### config.mk
export PLATFORM = sky130hd
export DESIGN_NAME = divisor_sum_over_range
export DESIGN_NICKNAME = d
export VERILOG_FILES = /design/src/hdl/dsr_pkg.sv /design/src/hdl/dsr_div.sv /design/src/hdl/dsr_mul.sv /design/src/hdl/dsr_dp.sv /design/src/hdl/dsr_ctrl.sv /design/src/hdl/divisor_sum_over_range.sv
export SDC_FILE = /design/constraint.sdc
export NUM_CORES = 2
export LEC_CHECK = 0
export ABC_CLOCK_PERIOD_IN_PS = 10800
export BUFFER_PORTS_ARGS = -buffer_cell sky130_fd_sc_hd__buf_2
export CAP_MARGIN = 20
export CORE_MARGIN = 2
export CORE_UTILIZATION = 45
export CTS_BUF_LIST = sky130_fd_sc_hd__clkbuf_4 sky130_fd_sc_hd__clkbuf_8
export CTS_CLUSTER_SIZE = 24
export DETAILED_ROUTE_END_ITERATION = 10
export PLACE_DENSITY_LB_ADDON = 0.3
export SLEW_MARGIN = 5
export SYNTH_ARGS = -nofsm -noshare
export SYNTH_HDL_FRONTEND = slang
export SYNTH_SLANG_ARGS = --single-unit
### constraint.sdc
create_clock -name clk -period 10.8 [get_ports clk]
set_clock_uncertainty 0.05 [all_clocks]
set_input_delay 1.08 -clock clk [delete_from_list [all_inputs] [get_ports clk]]
set_output_delay 1.08 -clock clk [all_outputs]
set_load 0.05 [all_outputs]
### src/hdl/dsr_pkg.sv
// ----------------------------------------------------------------------------
// dsr_pkg
// Shared types, codes and defaults for the divisor-sum-over-range block.
// ----------------------------------------------------------------------------
`default_nettype none

package dsr_pkg;

    // Field widths of the channel payloads
    localparam int FIELD_BITS = 40;
    localparam int TOTAL_BITS = 63;

    // Parameter defaults
    localparam int VALUE_BITS_DEF = 40;
    localparam int SUM_BITS_DEF   = 63;

    // Status codes
    localparam logic [1:0] STATUS_OK    = 2'd0;
    localparam logic [1:0] STATUS_SAT   = 2'd1;
    localparam logic [1:0] STATUS_ORDER = 2'd2;

    typedef struct packed {
        logic [FIELD_BITS-1:0] lower_bound;
        logic [FIELD_BITS-1:0] upper_bound;
    } req_t;

    typedef struct packed {
        logic [TOTAL_BITS-1:0] divisor_total;
        logic [1:0]            status;
    } rsp_t;

    // Controller to datapath commands
    typedef struct packed {
        logic load;
        logic div_start;
        logic mul_start;
        logic add_cnt;
        logic add_ser;
        logic step;
        logic out_load;
    } dsr_cmd_t;

    // Datapath to controller status
    typedef struct packed {
        logic order_err;
        logic sq_le_hi;
        logic div_busy;
        logic mul_busy;
        logic sat_cnt;
        logic sat_ser;
        logic ser_skip;
    } dsr_sts_t;

endpackage

`default_nettype wire

### src/hdl/dsr_div.sv
// ----------------------------------------------------------------------------
// dsr_div
// Restoring divider, one quotient bit per cycle.
// ----------------------------------------------------------------------------
`default_nettype none

module dsr_div #(
    parameter int NW = 40,
    parameter int DW = 21
) (
    input  wire logic          clk,
    input  wire logic          rst_n,
    input  wire logic          start,
    input  wire logic [NW-1:0] num,
    input  wire logic [DW-1:0] den,
    output logic               busy,
    output logic [NW-1:0]      quo,
    output logic               rem_nz
);

    localparam int CW = $clog2(NW + 1);

    logic [NW-1:0] q_reg, q_next;
    logic [DW-1:0] r_reg, r_next;
    logic [DW-1:0] d_reg, d_next;
    logic [CW-1:0] cnt_reg, cnt_next;
    logic          busy_reg, busy_next;
    logic [DW:0]   trial;

    // One shift-subtract step
    always_comb
    begin
        trial     = {r_reg, q_reg[NW-1]};
        q_next    = q_reg;
        r_next    = r_reg;
        d_next    = d_reg;
        cnt_next  = cnt_reg;
        busy_next = busy_reg;
        if (start)
        begin
            q_next    = num;
            r_next    = '0;
            d_next    = den;
            cnt_next  = CW'(NW);
            busy_next = 1'b1;
        end
        else if (busy_reg)
        begin
            if (trial >= {1'b0, d_reg})
            begin
                r_next = DW'(trial - {1'b0, d_reg});
                q_next = {q_reg[NW-2:0], 1'b1};
            end
            else
            begin
                r_next = trial[DW-1:0];
                q_next = {q_reg[NW-2:0], 1'b0};
            end
            cnt_next = cnt_reg - 1'b1;
            if (cnt_reg == CW'(1))
                busy_next = 1'b0;
        end
    end

    always_ff @(posedge clk or negedge rst_n)
    begin
        if (!rst_n)
        begin
            busy_reg <= 1'b0;
            cnt_reg  <= '0;
        end
        else
        begin
            busy_reg <= busy_next;
            cnt_reg  <= cnt_next;
        end
    end

    always_ff @(posedge clk)
    begin
        q_reg <= q_next;
        r_reg <= r_next;
        d_reg <= d_next;
    end

    assign busy   = busy_reg;
    assign quo    = q_reg;
    assign rem_nz = (r_reg != '0);

endmodule

`default_nettype wire

### src/hdl/dsr_mul.sv
// ----------------------------------------------------------------------------
// dsr_mul
// Shift-add multiplier, one multiplier bit per cycle, full-width product.
// ----------------------------------------------------------------------------
`default_nettype none

module dsr_mul #(
    parameter int W = 41
) (
    input  wire logic         clk,
    input  wire logic         rst_n,
    input  wire logic         start,
    input  wire logic [W-1:0] a,
    input  wire logic [W-1:0] b,
    output logic              busy,
    output logic [2*W-1:0]    prod
);

    localparam int CW = $clog2(W + 1);

    logic [2*W-1:0] acc_reg, acc_next;
    logic [2*W-1:0] a_reg, a_next;
    logic [W-1:0]   b_reg, b_next;
    logic [CW-1:0]  cnt_reg, cnt_next;
    logic           busy_reg, busy_next;

    // Add shifted multiplicand for each set multiplier bit
    always_comb
    begin
        acc_next  = acc_reg;
        a_next    = a_reg;
        b_next    = b_reg;
        cnt_next  = cnt_reg;
        busy_next = busy_reg;
        if (start)
        begin
            acc_next  = '0;
            a_next    = {{W{1'b0}}, a};
            b_next    = b;
            cnt_next  = CW'(W);
            busy_next = 1'b1;
        end
        else if (busy_reg)
        begin
            if (b_reg[0])
                acc_next = acc_reg + a_reg;
            a_next   = {a_reg[2*W-2:0], 1'b0};
            b_next   = {1'b0, b_reg[W-1:1]};
            cnt_next = cnt_reg - 1'b1;
            if (cnt_reg == CW'(1))
                busy_next = 1'b0;
        end
    end

    always_ff @(posedge clk or negedge rst_n)
    begin
        if (!rst_n)
        begin
            busy_reg <= 1'b0;
            cnt_reg  <= '0;
        end
        else
        begin
            busy_reg <= busy_next;
            cnt_reg  <= cnt_next;
        end
    end

    always_ff @(posedge clk)
    begin
        acc_reg <= acc_next;
        a_reg   <= a_next;
        b_reg   <= b_next;
    end

    assign busy = busy_reg;
    assign prod = acc_reg;

endmodule

`default_nettype wire

### src/hdl/dsr_dp.sv
// ----------------------------------------------------------------------------
// dsr_dp
// Datapath: bounds, loop index, running square, dividers, multipliers and
// the saturating accumulator.
// ----------------------------------------------------------------------------
`default_nettype none

module dsr_dp #(
    parameter int VALUE_BITS = dsr_pkg::VALUE_BITS_DEF,
    parameter int SUM_BITS   = dsr_pkg::SUM_BITS_DEF
) (
    input  wire logic              clk,
    input  wire logic              rst_n,
    input  wire dsr_pkg::req_t     req,
    input  wire dsr_pkg::dsr_cmd_t cmd,
    output dsr_pkg::dsr_sts_t      sts,
    output dsr_pkg::rsp_t          rsp
);

    localparam int V   = VALUE_BITS;
    localparam int IW  = (V + 1) / 2 + 1;
    localparam int SQW = 2 * IW;
    localparam int MW  = V + 1;
    localparam int PW  = 2 * MW;
    localparam int SW  = ((PW > SUM_BITS) ? PW : SUM_BITS) + 1;
    localparam int FW  = dsr_pkg::FIELD_BITS;

    logic [V-1:0]        lo_reg, hi_reg;
    logic [IW-1:0]       i_reg;
    logic [SQW-1:0]      sq_reg;
    logic [SUM_BITS-1:0] total_reg;
    logic [1:0]          status_reg;
    dsr_pkg::rsp_t       rsp_reg;

    logic [FW+V-1:0] lo_ext, hi_ext;
    logic [V-1:0]    lo_in, hi_in;
    logic [V-1:0]    q_hi, q_lo;
    logic            lo_nz, hi_nz_unused;
    logic            div_busy_a, div_busy_b, mul_busy_a, mul_busy_b;
    logic [V:0]      ceil_lo, c_low, s_val, i_ext, e_val, n_val;
    logic [V+1:0]    t_val;
    logic [MW-1:0]   cnt_val, tt, nn;
    logic [PW-1:0]   prod_a, prod_b;
    logic [SW-1:0]   lim, sum_cnt, sum_ser;

    // Input fields taken modulo 2^VALUE_BITS
    assign lo_ext = {{V{1'b0}}, req.lower_bound};
    assign hi_ext = {{V{1'b0}}, req.upper_bound};
    assign lo_in  = lo_ext[V-1:0];
    assign hi_in  = hi_ext[V-1:0];

    // Two divisions by the loop index run side by side
    dsr_div #(.NW(V), .DW(IW)) u_div_hi (
        .clk   (clk),
        .rst_n (rst_n),
        .start (cmd.div_start),
        .num   (hi_reg),
        .den   (i_reg),
        .busy  (div_busy_a),
        .quo   (q_hi),
        .rem_nz(hi_nz_unused)
    );

    dsr_div #(.NW(V), .DW(IW)) u_div_lo (
        .clk   (clk),
        .rst_n (rst_n),
        .start (cmd.div_start),
        .num   (lo_reg),
        .den   (i_reg),
        .busy  (div_busy_b),
        .quo   (q_lo),
        .rem_nz(lo_nz)
    );

    // Count term and series term operands
    always_comb
    begin
        i_ext   = (V+1)'(i_reg);
        ceil_lo = {1'b0, q_lo} + (V+1)'(lo_nz);
        // first multiple index: i when i*i covers lo, else ceil(lo/i)
        c_low   = ((SQW+1)'(lo_reg) > (SQW+1)'(sq_reg)) ? ceil_lo : i_ext;
        cnt_val = MW'({1'b0, q_hi} + (V+1)'(1) - c_low);
        s_val   = (ceil_lo > i_ext + (V+1)'(1)) ? ceil_lo : i_ext + (V+1)'(1);
        e_val   = {1'b0, q_hi};
        n_val   = e_val - s_val + (V+1)'(1);
        t_val   = (V+2)'(s_val) + (V+2)'(e_val);
        if (!t_val[0])
        begin
            tt = t_val[V+1:1];
            nn = n_val;
        end
        else
        begin
            tt = t_val[V:0];
            nn = {1'b0, n_val[V:1]};
        end
    end

    dsr_mul #(.W(MW)) u_mul_cnt (
        .clk  (clk),
        .rst_n(rst_n),
        .start(cmd.mul_start),
        .a    (MW'(i_reg)),
        .b    (cnt_val),
        .busy (mul_busy_a),
        .prod (prod_a)
    );

    dsr_mul #(.W(MW)) u_mul_ser (
        .clk  (clk),
        .rst_n(rst_n),
        .start(cmd.mul_start),
        .a    (tt),
        .b    (nn),
        .busy (mul_busy_b),
        .prod (prod_b)
    );

    // Saturating accumulation
    assign lim     = SW'({SUM_BITS{1'b1}});
    assign sum_cnt = SW'(total_reg) + SW'(prod_a);
    assign sum_ser = SW'(total_reg) + SW'(prod_b);

    // Loop and accumulator registers
    always_ff @(posedge clk)
    begin
        if (cmd.load)
        begin
            lo_reg     <= lo_in;
            hi_reg     <= hi_in;
            i_reg      <= IW'(1);
            sq_reg     <= SQW'(1);
            total_reg  <= '0;
            status_reg <= (lo_in > hi_in) ? dsr_pkg::STATUS_ORDER : dsr_pkg::STATUS_OK;
        end
        else
        begin
            if (cmd.add_cnt)
            begin
                if (sum_cnt > lim)
                begin
                    total_reg  <= {SUM_BITS{1'b1}};
                    status_reg <= dsr_pkg::STATUS_SAT;
                end
                else
                begin
                    total_reg <= sum_cnt[SUM_BITS-1:0];
                end
            end
            if (cmd.add_ser)
            begin
                if (sum_ser > lim)
                begin
                    total_reg  <= {SUM_BITS{1'b1}};
                    status_reg <= dsr_pkg::STATUS_SAT;
                end
                else
                begin
                    total_reg <= sum_ser[SUM_BITS-1:0];
                end
            end
            // (i+1)^2 = i^2 + 2i + 1
            if (cmd.step)
            begin
                i_reg  <= i_reg + IW'(1);
                sq_reg <= sq_reg + SQW'({i_reg, 1'b1});
            end
        end
    end

    // Result register
    always_ff @(posedge clk)
    begin
        if (cmd.out_load)
        begin
            rsp_reg.divisor_total <= dsr_pkg::TOTAL_BITS'(total_reg);
            rsp_reg.status        <= status_reg;
        end
    end

    assign sts.order_err = (status_reg == dsr_pkg::STATUS_ORDER);
    assign sts.sq_le_hi  = (sq_reg <= SQW'(hi_reg));
    assign sts.div_busy  = div_busy_a | div_busy_b;
    assign sts.mul_busy  = mul_busy_a | mul_busy_b;
    assign sts.sat_cnt   = (sum_cnt > lim);
    assign sts.sat_ser   = (sum_ser > lim);
    assign sts.ser_skip  = (s_val > e_val);
    assign rsp           = rsp_reg;

endmodule

`default_nettype wire

### src/hdl/dsr_ctrl.sv
// ----------------------------------------------------------------------------
// dsr_ctrl
// Controller: sequences one loop step at a time and owns both handshakes.
// ----------------------------------------------------------------------------
`default_nettype none

module dsr_ctrl (
    input  wire logic              clk,
    input  wire logic              rst_n,
    input  wire logic              req_valid,
    output logic                   req_stall,
    output logic                   rsp_valid,
    input  wire logic              rsp_stall,
    input  wire dsr_pkg::dsr_sts_t sts,
    output dsr_pkg::dsr_cmd_t      cmd
);

    localparam logic [2:0] ST_IDLE  = 3'd0;
    localparam logic [2:0] ST_CHECK = 3'd1;
    localparam logic [2:0] ST_DIV   = 3'd2;
    localparam logic [2:0] ST_MUL   = 3'd3;
    localparam logic [2:0] ST_ADD1  = 3'd4;
    localparam logic [2:0] ST_ADD2  = 3'd5;
    localparam logic [2:0] ST_DONE  = 3'd6;

    logic [2:0] state_reg, state_next;
    logic       valid_reg, valid_next;
    logic       out_free;

    assign out_free = !valid_reg || !rsp_stall;

    always_comb
    begin
        state_next = state_reg;
        valid_next = valid_reg;
        cmd        = '0;
        if (valid_reg && !rsp_stall)
            valid_next = 1'b0;
        unique case (state_reg)
            ST_IDLE:
            begin
                if (req_valid)
                begin
                    cmd.load   = 1'b1;
                    state_next = ST_CHECK;
                end
            end
            ST_CHECK:
            begin
                if (sts.order_err || !sts.sq_le_hi)
                    state_next = ST_DONE;
                else
                begin
                    cmd.div_start = 1'b1;
                    state_next    = ST_DIV;
                end
            end
            ST_DIV:
            begin
                if (!sts.div_busy)
                begin
                    cmd.mul_start = 1'b1;
                    state_next    = ST_MUL;
                end
            end
            ST_MUL:
            begin
                if (!sts.mul_busy)
                    state_next = ST_ADD1;
            end
            ST_ADD1:
            begin
                cmd.add_cnt = 1'b1;
                if (sts.sat_cnt)
                    state_next = ST_DONE;
                else if (sts.ser_skip)
                begin
                    cmd.step   = 1'b1;
                    state_next = ST_CHECK;
                end
                else
                    state_next = ST_ADD2;
            end
            ST_ADD2:
            begin
                cmd.add_ser = 1'b1;
                if (sts.sat_ser)
                    state_next = ST_DONE;
                else
                begin
                    cmd.step   = 1'b1;
                    state_next = ST_CHECK;
                end
            end
            ST_DONE:
            begin
                if (out_free)
                begin
                    cmd.out_load = 1'b1;
                    valid_next   = 1'b1;
                    state_next   = ST_IDLE;
                end
            end
            default:
            begin
                state_next = ST_IDLE;
            end
        endcase
    end

    always_ff @(posedge clk or negedge rst_n)
    begin
        if (!rst_n)
        begin
            state_reg <= ST_IDLE;
            valid_reg <= 1'b0;
        end
        else
        begin
            state_reg <= state_next;
            valid_reg <= valid_next;
        end
    end

    assign req_stall = (state_reg != ST_IDLE);
    assign rsp_valid = valid_reg;

    // A result is only loaded when the output register is free
    a_load_free: assert property (@(posedge clk) disable iff (!rst_n)
        cmd.out_load |-> out_free)
        else $error("result loaded over a pending transfer");

    // The walk only starts a step while i*i stays within the upper bound
    a_step_in_range: assert property (@(posedge clk) disable iff (!rst_n)
        cmd.div_start |-> (sts.sq_le_hi && !sts.order_err))
        else $error("loop step started past the bound");

    // Multipliers are started only once both divisions have finished
    a_mul_after_div: assert property (@(posedge clk) disable iff (!rst_n)
        cmd.mul_start |-> !sts.div_busy)
        else $error("multiply started before division done");

endmodule

`default_nettype wire

### src/hdl/divisor_sum_over_range.sv
// ----------------------------------------------------------------------------
// divisor_sum_over_range
// Sum of sigma(n) over an inclusive interval, hyperbola method.
//
//   channel | valid     | stall     | payload
//   request | req_valid | req_stall | req (lower_bound, upper_bound)
//   result  | rsp_valid | rsp_stall | rsp (divisor_total, status)
//
// One item at a time. Each loop step i = 1 .. floor(sqrt(upper)) runs two
// parallel bit-serial dividers, then two parallel shift-add multipliers,
// then the adds. Reset clears the controller; no clearing pass. A stalled
// result sits in the output register; the next item waits only to hand over
// its result.
// ----------------------------------------------------------------------------
`default_nettype none

module divisor_sum_over_range #(
    parameter int VALUE_BITS = dsr_pkg::VALUE_BITS_DEF,
    parameter int SUM_BITS   = dsr_pkg::SUM_BITS_DEF
) (
    input  wire logic          clk,
    input  wire logic          rst_n,
    input  wire logic          req_valid,
    output logic               req_stall,
    input  wire dsr_pkg::req_t req,
    output logic               rsp_valid,
    input  wire logic          rsp_stall,
    output dsr_pkg::rsp_t      rsp
);

    dsr_pkg::dsr_cmd_t cmd;
    dsr_pkg::dsr_sts_t sts;

    dsr_ctrl u_ctrl (
        .clk      (clk),
        .rst_n    (rst_n),
        .req_valid(req_valid),
        .req_stall(req_stall),
        .rsp_valid(rsp_valid),
        .rsp_stall(rsp_stall),
        .sts      (sts),
        .cmd      (cmd)
    );

    dsr_dp #(.VALUE_BITS(VALUE_BITS), .SUM_BITS(SUM_BITS)) u_dp (
        .clk  (clk),
        .rst_n(rst_n),
        .req  (req),
        .cmd  (cmd),
        .sts  (sts),
        .rsp  (rsp)
    );

    // Out-of-order interval always reports a zero total
    a_order_zero: assert property (@(posedge clk) disable iff (!rst_n)
        (rsp_valid && rsp.status == dsr_pkg::STATUS_ORDER) |-> (rsp.divisor_total == '0))
        else $error("order error with nonzero total");

    // Saturation reports the limit value
    a_sat_limit: assert property (@(posedge clk) disable iff (!rst_n)
        (rsp_valid && rsp.status == dsr_pkg::STATUS_SAT)
            |-> (rsp.divisor_total == dsr_pkg::TOTAL_BITS'({SUM_BITS{1'b1}})))
        else $error("saturated total below limit");

    // Only defined status codes leave the block
    a_status_code: assert property (@(posedge clk) disable iff (!rst_n)
        rsp_valid |-> (rsp.status == dsr_pkg::STATUS_OK || rsp.status == dsr_pkg::STATUS_SAT
                       || rsp.status == dsr_pkg::STATUS_ORDER))
        else $error("undefined status code");

endmodule

`default_nettype wire
### Word-level counts from Yosys, hierarchy flattened

Cells that the tools add are included.

| storage, ports and cells | value |
|---|---|
| output and inout port bits | 67 |
| input bits | 84 |
| logic and storage cells | 169 |
| register bits | 858 |

| cells by class | value |
|---|---|
| $add $sub $neg | 19 |
| multiplexer cells | 76 |
| magnitude comparators | 9 |
| equality and inequality tests | 15 |
| reduce and logical (&&, ||, !) cells | 17 |
| bitwise operators | 2 |

Operators with widths:

| kind | number |
|---|---|
| $mux 41 | 10 |
| $mux 63 | 4 |
| $add 63x82->83 | 2 |
| $gt 83x63->1 const B | 2 |
| $add 82x82->82 | 2 |
| $mux 40 | 4 |
| $mux 21 | 4 |
| $mux 6 | 8 |
| $ge 22x21->1 | 2 |
| $add 41x40->42 | 1 |
| $add 42x22->42 | 1 |
| $gt 40x42->1 | 1 |
| $le 42x40->1 | 1 |
| $sub 21x21->21 | 2 |
| $add 40x1->41 | 1 |
| $add 40x1->41 const B | 1 |
| $add 41x1->41 const B | 1 |
| $gt 41x40->1 | 1 |
| $gt 41x41->1 | 1 |
| $sub 40x41->41 | 1 |
| $sub 41x41->41 | 1 |
| $gt 40x40->1 | 1 |
| $mux 1 | 30 |
| $eq 6x1->1 const B | 4 |
| other kinds (23) | 52 |

### Longest topological paths before layout

| depth | value |
|---|---|
| word-level depth | 8 |
| mapped depth | 41 |
| gate-level depth less buffers | 40 |

### Modules after synthesis

A second synthesis with hierarchy kept.

| unflattened totals | value |
|---|---|
| cell total of the unflattened synthesis | 8270 |
| area total of the unflattened synthesis | 71547.4 um2 |

Modules (own cells, without submodules):

| module | area each (um2) | times used | seq. area each (um2) | cells an instance |
|---|---|---|---|---|
| dsr_dp | 35132.4 | 1 | 6916.6 | 4486 |
| dsr_mul (u_dp.u_mul_cnt) | 13335.3 | 1 | 5099.9 | 1445 |
| dsr_mul (u_dp.u_mul_ser) | 13020.0 | 1 | 5099.9 | 1433 |
| dsr_div | 4830.9 | 2 | 2427.3 | 431 |
| dsr_ctrl | 397.9 | 1 | 100.1 | 44 |

### Worst setup path after synthesis

No wires, ideal clock.

| path | value |
|---|---|
| path kind | register -> register |
| start point | register u_dp.i_reg[0] |
| end point | register u_dp.u_mul_ser.b_reg[39] (data pin) |
| setup slack | 2268 ps |
| buffers on the path | 1 |
| data arrival time | 8222 ps |
| stages on the path, launching flop included | 35 |
| required time | 10489 ps |
| period minus slack after synthesis | 8532 ps |
| library setup time | 261 ps |
| cell sequence | dfxtp_1 ha_1 and3_1 and3_1 and3_1 and3_1 and3_1 and3_1 and3_1 and3_1 nand3_1 xor2_1 ha_1 nand4_1 o41ai_1 a21oi_1 o211ai_1 clkbuf_1 mux2_2 ha_1 ha_1 a21o_1 or4_1 o21ai_0 a21oi_1 o2111a_1 nor2_1 a211o_1 a31oi_1 o22ai_1 o21ai_0 a221o_1 and3_1 o21ai_0 a21oi_1 |

| on the way | value |
|---|---|
| cells in the longest elaborated chain, start to end | 7 |
| elaborated cells between the ends (all ways) | 8 |
| classes of those cells | 4 x add/sub; 1 x order compare; 3 x mux |

Ends and longest elaborated chain:

| item | line | source |
|---|---|---|
| from (decl) | dsr_dp.sv:29 | `logic [IW-1:0] i_reg;` |
| from (signal assigned) | dsr_dp.sv:165 | `i_reg <= i_reg + IW'(1);` |
| $add 21x1->22 * | dsr_dp.sv:83 | `s_val = (ceil_lo > i_ext + (V+1)'(1)) ? ceil_lo : i_ext + (V+1)'(1);` |
| $gt 41x41->1 | dsr_dp.sv:83 |  |
| $mux 41 * | dsr_dp.sv:83 |  |
| $sub 40x41->41 | dsr_dp.sv:85 | `n_val = e_val - s_val + (V+1)'(1);` |
| $add 41x1->41 | dsr_dp.sv:85 |  |
| $mux 41 * | dsr_dp.sv:87 | `if (!t_val[0])` |
| $mux 41 * | dsr_mul.sv:35 | `if (start)` |
| named net u_dp.u_mul_ser.b_next[39] | dsr_mul.sv:23 | `logic [W-1:0] b_reg, b_next;` |
| to (signal assigned) | dsr_mul.sv:73 | `b_reg <= b_next;` |
| to (decl) | dsr_mul.sv:23 |  |

The timed path passes the listed nets; every way through them passes the cells marked *.
A chain may end at the register's enable or synchronous reset.

### Worst setup path after layout

| path | value |
|---|---|
| start point | register u_dp.u_div_lo.r_reg[5] |
| end point | register u_dp.u_mul_ser.b_reg[39] (data pin) |

| on the way | value |
|---|---|
| cells in the longest elaborated chain, start to end | 8 |
| elaborated cells between the ends (all ways) | 9 |
| classes of those cells | 4 x add/sub; 1 x order compare; 3 x mux; 1 x reduce/logical |

Ends and longest elaborated chain:

| item | line | source |
|---|---|---|
| from (decl) | dsr_div.sv:24 | `logic [DW-1:0] r_reg, r_next;` |
| from (signal assigned) | dsr_div.sv:82 | `r_reg <= r_next;` |
| $reduce_bool 21->1 * | dsr_div.sv:88 | `assign rem_nz = (r_reg != '0);` |
| $add 40x1->41 * | dsr_dp.sv:79 | `ceil_lo = {1'b0, q_lo} + (V+1)'(lo_nz);` |
| $gt 41x41->1 | dsr_dp.sv:83 |  |
| $mux 41 * | dsr_dp.sv:83 |  |
| $sub 40x41->41 | dsr_dp.sv:85 |  |
| $add 41x1->41 | dsr_dp.sv:85 |  |
| $mux 41 * | dsr_dp.sv:87 |  |
| $mux 41 * | dsr_mul.sv:35 |  |
| named net u_dp.u_mul_ser.b_next[39] | dsr_mul.sv:23 |  |

Marked as above.

==> impl_metrics.csv <==
group,metric,value,unit
synthesis,synth-edff-count,390,
clock_tree,htree_levels,4,
synthesis,synth_seq_cells,858,
layout,area_growth,8.66,%
grt,gr-total-overflow,0,
grt,grt_pass1_vias,58044,
critical_path,worstPathMaxFanout,44,
grt,grt_usage,0.280,
sta,tightest_slew,1.20,ns
sta,fin_hold_ws,0.231,ns
status,status,"completed",
synthesis,synth_top_area_frac,0.173,
sta,fin_tns_setup,0,ns
critical_path,worstSetupPathType,"reg2reg",
clock_tree,clock-sinks,858,
routing,dr_total_vias,60855,
sta,min_period,10.02,ns
power_and_ir_drop,power_density,383,nW/µm²
layout,final_cell_area,73500,µm²
sta,slew_headroom,0.185,
die,ios,151,
hold_path,hp-class,"in2async",
synthesis,yosysWarnings,0,
die,start_util,0.452,
critical_path,endpoint_kind,"flip-flop",
synthesis,ys_async_sr_fraction,0.0373,
clock_tree,cts_tree,"done",
layout,drive_gt1_frac,0.0816,
synthesis,ys_types,99,
synthesis,synth_seq_area_share,0.314,
sta,fin_crit_sh,0.928,
clock_tree,post_cts_resize_count,0,
die,fp.coreArea,150000,µm²
power_and_ir_drop,power.total,28.1,mW
die,dieArea,153000,µm²
clock_tree,cts_made_buffers,158,
clock_tree,cts_buffer_depth,3,
routing,first_iter_violations,4516,
synthesis,synth_area_leaders,"edfxtp_1, ha_1, dfxtp_1",
sta,rsz0062_at_grt,"no",
synthesis,ys.flop_type,"dfxtp_1",
synthesis,yosys.area.top_type,"edfxtp_1",
die,fp.dieW,392,µm
clock_tree,cts_root_buf,"clkbuf_8",
synthesis,syn_area,67600,µm²
critical_path,worstSetupStartpointType,"flip-flop",
clock_tree,ctsHoldBuffers,0,
power_and_ir_drop,ir_worst_vdd,161,µV
routing,dr.pass1.iters,6,
critical_path,crit_slowest_cell,"nor4_1",
placed_design,placed_cell_area,70100,µm²
routing,vias_per_cell,5.93,
critical_path,crit_path_max_incr_delay,0.59,ns
critical_path,crit_required,11.37,ns
sta,fmax,0.0998,GHz
grt,antenna_found_initial,11,
routing,drt-total-wl,220,mm
synthesis,yosysMostFrequentCell,"nand2_1",
clock_tree,post_cts_buffers,0,
clock_tree,clk_latency,0.92,ns
placed_design,dp_hpwl,171,mm
routing,drc,0,
sta,hold_violations,0,
critical_path,worstPathArrival,10.59,ns
routing,wl_per_cell,21.5,µm
clock_tree,clkTransAtPathRegs,0.06,ns
layout,fin_nets,8937,
die,num_rows,142,
power_and_ir_drop,p_leak,32.3,nW
synthesis,synth_nets,8933,
sta,finalMaxSlewViolations,0,
synthesis,synth_top_cells_by_count,"nand2_1, a21oi_1, ha_1",
placed_design,place_congestion,0.988,
die,die_h,392,µm
run,cap_violations,0,
placed_design,io_buffers,150,
synthesis,synthCells,8097,
sta,setup_violations,0,
grt,grt_pass1_wl,337,mm
grt,grt_max_degree,169,
synthesis,postSynthAreaPerCell,8.35,µm²
routing,antenna_left,0,
==> final cells by class <==
class,count,area [µm²]
diodes,5,12.5
clock buffers,240,2960
clock inverters,55,424
fillers,14656,76100
inverters,406,1530
multi-input cells,6467,43600
flip-flops and latches,858,21200
well taps,2016,2520
repair buffers,210,1240
==> layout by cell type, fill, tap and decap left out, types with 79 or more instances in the layout <==
master / synthesis / final
a211oi_1: 135 / 135
a21o_1: 265 / 265
a21oi_1: 742 / 740
and3_1: 96 / 96
buf_2: 18 / 150
clkbuf_8: 0 / 185
dfxtp_1: 436 / 436
edfxtp_1: 390 / 390
ha_1: 742 / 741
inv_1: 405 / 404
mux2_2: 79 / 79
mux2i_1: 238 / 238
nand2_1: 960 / 956
nand2b_1: 97 / 94
nand3_1: 169 / 168
nand4_1: 188 / 188
nor2_1: 692 / 690
nor2b_1: 81 / 81
nor3_1: 134 / 133
o21a_1: 85 / 85
o21ai_0: 507 / 506
o21bai_1: 82 / 82
xnor2_1: 324 / 324
xor2_1: 152 / 152
==> report_power, final <==
group	switching (mW)	internal, mW
Combinational	11.0	7.28
Clock	1.48	1.88
Sequential	1.54	4.96
==> kinds of logic (layout without fill, tap and decap cells) <==
group | Yosys count | count (layout) | share of synthesized area
AOI/OAI and AO/OA | 2256 | 2256 | 0.209
xor gates and xnor gates | 476 | 476 | 0.0616
adders and majority gates | 752 | 752 | 0.140
buffers and inverters | 772 | 911 | 0.0436
DFF | 858 | 858 | 0.314
muxes | 322 | 322 | 0.0492
other | 0 | 5 | 0
and+or+nand+nor | 2661 | 2661 | 0.182
==> worst paths after layout <==
path	start	end	slack (ns)	depth (start not counted)
setup / recovery	u_dp.u_div_lo.r_reg[5]	u_dp.u_mul_ser.b_reg[39]	0.78	37
hold / removal	rst_n	u_dp.u_div_lo.cnt_reg[5]	0.23	1
setup reg to reg	u_dp.u_div_lo.r_reg[5]	u_dp.u_mul_ser.b_reg[39]	0.78	37
hold reg to reg	u_dp.u_div_hi.r_reg[20]	u_dp.u_div_hi.r_reg[20]	0.43	2
max in group asynchronous	rst_n	u_dp.u_mul_cnt.busy	9.89	1
min in group clk	req[2]	u_dp.hi_reg[2]	0.32	1
==> per-layer routing <==
metal  part of all wire  track usage  vias up
met5           0.000091            0        -
met4              0.046        0.125        2
met3              0.054       0.0389      492
met2               0.47        0.472     1866
met1               0.43        0.355    29069
li1                   -            -    29426
==> stage by stage <==
stage | setup slack [ns] | instances | utilization
4_1_cts | 0.727 | 10250 | 0.491
3_3_place_gp | 0.897 | 9954 | 0.468
2_1_floorplan | 2.27 | 8097 | -
6_report | 0.780 | 10257 | 0.491
3_5_place_dp | 0.823 | 9955 | 0.468
5_1_grt | 0.0854 | 10257 | 0.491
==> critical path: cells and delay by family, from the launching register on <==
| kind | cells | cell delay (ns) |
|---|---|---|
| flip-flops | 1 | 0.38 |
| XOR/XNOR | 1 | 0.18 |
| multiplexers | 1 | 0.37 |
| adder cells (fa/ha/maj) | 4 | 1.23 |
| AND/OR/NAND/NOR | 14 | 3.81 |
| buffers and inverters | 5 | 0.97 |
| AO/OA/AOI/OAI | 12 | 2.70 |
(Power assumes the default switching activity.)
